<file path="src/rtl/assert_macros.svh">
// Assertion macros shared by the order book RTL.
// Needs only a clock and an active-low reset in the using scope.
`ifndef ASSERT_MACROS_SVH
`define ASSERT_MACROS_SVH

// Antecedent implies consequent in the same cycle.
`define OLOB_ASSERT_IMPLY(label, clk_s, rstn_s, ante, cons) \
    label: assert property (@(posedge clk_s) disable iff (!rstn_s) (ante) |-> (cons)) \
        else $error("olob assertion failed");

// Condition holds at every clock edge out of reset.
`define OLOB_ASSERT_ALWAYS(label, clk_s, rstn_s, cond) \
    label: assert property (@(posedge clk_s) disable iff (!rstn_s) (cond)) \
        else $error("olob assertion failed");

`endif

</file>
<file path="src/rtl/olob_pkg.sv">
// Shared types and constants of the limit order book matcher.
// No dependencies.
`default_nettype none

package olob_pkg;

    // Incoming order, one transfer per order
    typedef struct packed {
        logic        action;
        logic        is_buy;
        logic [19:0] limit_price;
        logic [31:0] quantity;
        logic [63:0] order_id;
        logic [63:0] timestamp;
    } order_t;

    // One result transfer: a trade or the final summary
    typedef struct packed {
        logic        result_kind;
        logic [63:0] maker_id;
        logic [31:0] trade_qty;
        logic [19:0] trade_price;
        logic        maker_removed;
        logic [2:0]  order_status;
        logic [31:0] remaining_qty;
        logic [19:0] best_bid_price;
        logic [31:0] best_bid_size;
        logic [19:0] best_ask_price;
        logic [31:0] best_ask_size;
        logic        is_last;
    } result_t;

    // Summary status codes
    localparam logic [2:0] ST_FILLED   = 3'd0;
    localparam logic [2:0] ST_RESTED   = 3'd1;
    localparam logic [2:0] ST_PARTIAL  = 3'd2;
    localparam logic [2:0] ST_MKT_REM  = 3'd3;
    localparam logic [2:0] ST_REJECTED = 3'd4;
    localparam logic [2:0] ST_IGNORED  = 3'd5;

    localparam logic KIND_TRADE   = 1'b0;
    localparam logic KIND_SUMMARY = 1'b1;
    localparam logic ACT_MARKET   = 1'b1;

    // Commands to one side of the book
    typedef struct packed {
        logic drop;
        logic upd_front;
        logic insert;
        logic walk_clr;
        logic walk_step;
    } side_cmd_t;

    // Controller to datapath
    typedef struct packed {
        logic load;
        logic trade;
        logic decide;
        logic walk_clr;
        logic walk_step;
        logic summary;
    } dp_cmd_t;

    // Datapath to controller
    typedef struct packed {
        logic can_trade;
        logic walks_done;
    } dp_sts_t;

endpackage

`default_nettype wire

</file>
<file path="src/rtl/olob_ctrl.sv">
// Controller: sequences load, trades, rest/decide, level walk and summary.
// Depends on olob_pkg.
`default_nettype none

module olob_ctrl
    import olob_pkg::*;
(
    input  wire logic    clk,
    input  wire logic    rst_n,
    input  wire logic    start,
    input  wire dp_sts_t sts,
    output dp_cmd_t      cmd,
    output logic         busy
);

    typedef enum logic [1:0] {
        S_IDLE,
        S_MATCH,
        S_INIT,
        S_WALK
    } state_t;

    state_t state_reg, state_next;
    logic   busy_reg;

    // commands and next state
    always_comb
    begin
        cmd        = '0;
        state_next = state_reg;
        case (state_reg)
            S_IDLE:
            begin
                if (start)
                begin
                    cmd.load   = 1'b1;
                    state_next = S_MATCH;
                end
            end
            S_MATCH:
            begin
                if (sts.can_trade)
                begin
                    cmd.trade = 1'b1;
                end
                else
                begin
                    cmd.decide = 1'b1;
                    state_next = S_INIT;
                end
            end
            S_INIT:
            begin
                cmd.walk_clr = 1'b1;
                state_next   = S_WALK;
            end
            S_WALK:
            begin
                if (sts.walks_done)
                begin
                    cmd.summary = 1'b1;
                    state_next  = S_IDLE;
                end
                else
                begin
                    cmd.walk_step = 1'b1;
                end
            end
            default:
            begin
                state_next = S_IDLE;
            end
        endcase
    end

    // state and busy flag
    always_ff @(posedge clk or negedge rst_n)
    begin
        if (!rst_n)
        begin
            state_reg <= S_IDLE;
            busy_reg  <= 1'b0;
        end
        else
        begin
            state_reg <= state_next;
            busy_reg  <= (state_next != S_IDLE);
        end
    end

    assign busy = busy_reg;

endmodule

`default_nettype wire
</file>
<file path="config.mk">
export PLATFORM = sky130hd
export DESIGN_NAME = olob_ctrl
export DESIGN_NICKNAME = d
export VERILOG_FILES = /design/src/rtl/assert_macros.svh /design/src/rtl/olob_pkg.sv /design/src/rtl/olob_ctrl.sv
export SDC_FILE = /design/constraint.sdc
export NUM_CORES = 1
export LEC_CHECK = 0
export BUFFER_PORTS_ARGS = -buffer_cell sky130_fd_sc_hd__buf_2
export CAP_MARGIN = 20
export CORE_AREA = 2 2 39 41
export DETAILED_ROUTE_END_ITERATION = 10
export DIE_AREA = 0 0 41 43
export HOLD_SLACK_MARGIN = 0.02
export PLACE_DENSITY = 0.43
export SYNTH_ARGS = -nofsm -noshare
export SYNTH_HDL_FRONTEND = slang
export SYNTH_SLANG_ARGS = --single-unit
</file>
<file path="constraint.sdc">
create_clock -name clk -period 1.25 [get_ports clk]
set_input_delay 0.125 -clock clk [delete_from_list [all_inputs] [get_ports clk]]
set_output_delay 0.125 -clock clk [all_outputs]
set_load 0.05 [all_outputs]
</file>
==> flow_summary.yaml <==
run_status:
  status: "finished, final reports clean"
routing:
  drc: 0
  wire_per_inst_um: 9.51
  first_pass_iters: 2
  vias_per_cell: 3.75
  ant_nets: 0
  routed_wl_um: 485
  vias: 191
  drtIter0Drc: 1
global_route:
  grt_use_total: 0.0692
  grt_pass1_vias: 187
  grt_overflow: 0
  grt_pass1_wl_um: 814
  antenna_found_initial: 0
  grt_max_degree: 10
power_and_ir_drop:
  p_per_area_nw_per_um2: 3000
  p_leak_nw: 0.168
  ir_drop_v: 0.000874
clock_tree:
  cts_root_buf: "clkbuf_4"
  clkTransAtPathRegs_ps: 40
  cts_tree: "built"
  cts_buffers: 3
  cts.sinks: 3
  worstSkewPairLatency_ps: 230
  cts_max_path_buffers: 2
  htree_levels: 1
cells_and_area:
  final_common_cell: "buf_2"
  instances_no_fill: 51
  final_cell_mix: "buf_2, clkbuf_4, buf_6, buf_4"
  largest_register_ffs: 2
  nets: 41
  antenna_cells: 0
  layout-drive-gt1-share: 0.657
  nFillCells: 155
  synthToLayoutAreaGrowth_pct: 88.4
setup_path:
  crit_type: "register to primary output"
  arrival_ps: 1090
  startpoint_type: "register"
  cp-startpoint: "state_reg[1]$_DFF_PN0_"
  crit_slowest_cell: "dfrtp_2"
  path_cells: "and3b_1 -> buf_6"
  r2r_start: "state_reg[0]$_DFF_PN0_"
  cp-end-kind: "primary output"
  worstPathRequired_ps: 1120
  crit_fanout: 8
  cp_slowest_stage_delay_ps: 450
logic_synthesis:
  synth_cell_types: 14
  syn_nets: 23
  syn-mean-instance-area_um2: 10.2
  synth_area_um2: 184
  synth_warnings: 0
  netlist_instances: 18
  synth_seq_cells: 3
  ys_seq_area_frac: 0.408
sta:
  hold_viol: 0
  tightest_slew_ps: 246
  setup_viol: 0
  post-route-period-util: 0.975
  drv_slew: 0
  maxClockFrequency_mhz: 820
  rsz0062_at_grt: "yes"
  slew_headroom: 0.837
  min_period_ps: 1220
  finClkSkew_ps: 1.89
  setup_tns_ps: 0
min_path:
  min_path_type: "input pin to register"
  min_from: "start"
floorplanning:
  top_level_ports: 12
  initial_core_util: 0.133
  dieWidth_um: 41
  core_region_area_um2: 1380
  std_cell_rows: 14
  dieArea_um2: 1760
  dieHeight_um: 43
place:
  portBuffers: 11
  dp.cells: 44
  gp_congestion: 0.622
job:
  max-cap-violations: 0
[what timing repair did]
| action | 4_1_cts | 5_1_grt |
|---|---|---|
| pin swaps | 0 | 1 |
| setup endpoints to repair | 6 | 5 |
| buffers inserted | 0 | 2 |
| hold buffers | 1 | 0 |
| resized for setup | 9 | 3 |
| hold endpoints to repair | 3 | 0 |
[Yosys cell counts]
cell	n	area, um2
and2b_1	1	7.51
and3b_1	1	8.76
buf_2	1	5.00
buf_6	1	11.3
dfrtp_1	3	75.1
inv_1	1	3.75
mux2_4	1	15.0
nand2_1	1	3.75
nand3_1	1	5.00
nor2_1	1	3.75
nor2b_1	1	6.26
nor3b_1	2	15.0
o21a_1	2	15.0
o31a_1	1	8.76
[critical path: cells and delay by family, from the launching register on]
family	cells	cell delay, ps
flops	1	450
simple gates	1	250
buf+inv	1	160
[metrics by stage]
| step | hold WS, ps | power, mW | instance area, um2 | utilization | setup slack, ps |
|---|---|---|---|---|---|
| floorplan | -171 | 0.667 | 196 | - | -50.1 |
| global placement | -77.2 | 0.749 | 263 | 0.190 | 154 |
| detailed placement | -76.0 | 0.744 | 263 | 0.190 | 160 |
| CTS | 139 | 0.988 | 322 | 0.232 | 7.72 |
| global route | 160 | 1.11 | 347 | 0.250 | -18.2 |
| finish | 153 | 1.04 | 347 | 0.250 | 30.8 |
[final timing paths]
path | to | slack (ps) | cells after the start
worst max register to register | state_reg[0]$_DFF_PN0_ | 90 | 3
worst max-delay path | cmd[4] | 30 | 2
worst min register to register | state_reg[1]$_DFF_PN0_ | 620 | 1
worst min-delay path | busy$_DFF_PN0_ | 150 | 2
min in group asynchronous | state_reg[1]$_DFF_PN0_ | 220 | 2
max in group asynchronous | state_reg[0]$_DFF_PN0_ | 910 | 2
[layout make-up]
type / count / area (um2) / area share
Clock buffer: 4 / 26.3 / 0.0758
Sequential cell: 3 / 77.6 / 0.224
Multi-Input combinational cell: 12 / 101 / 0.292
Timing Repair Buffer: 15 / 118 / 0.339
Inverter: 1 / 3.75 / 0.0108
Tap cell: 16 / 20.0 / 0.0578
[logic make-up after synthesis]
logic type	Yosys count	synth area share
mux	1	0.0816
flops	3	0.408
compound gates	3	0.129
buf+inv	3	0.109
simple gates	8	0.272
[power by group]
part	switching, mW	internal, mW
logic	0.379	0.263
registers	0.0748	0.150
clock network	0.0535	0.120
total	0.507	0.533
[metal layers]
| layer | up-vias | routed length [um] | global-route usage |
|---|---|---|---|
| met5 | - | 0 | 0 |
| met4 | 0 | 0 | 0.0600 |
| met3 | 0 | 45 | 0.0262 |
| met2 | 10 | 217 | 0.0844 |
| met1 | 88 | 222 | 0.0897 |
| li1 | 93 | - | - |
Note: power is estimated with default switching activity, not from simulation.
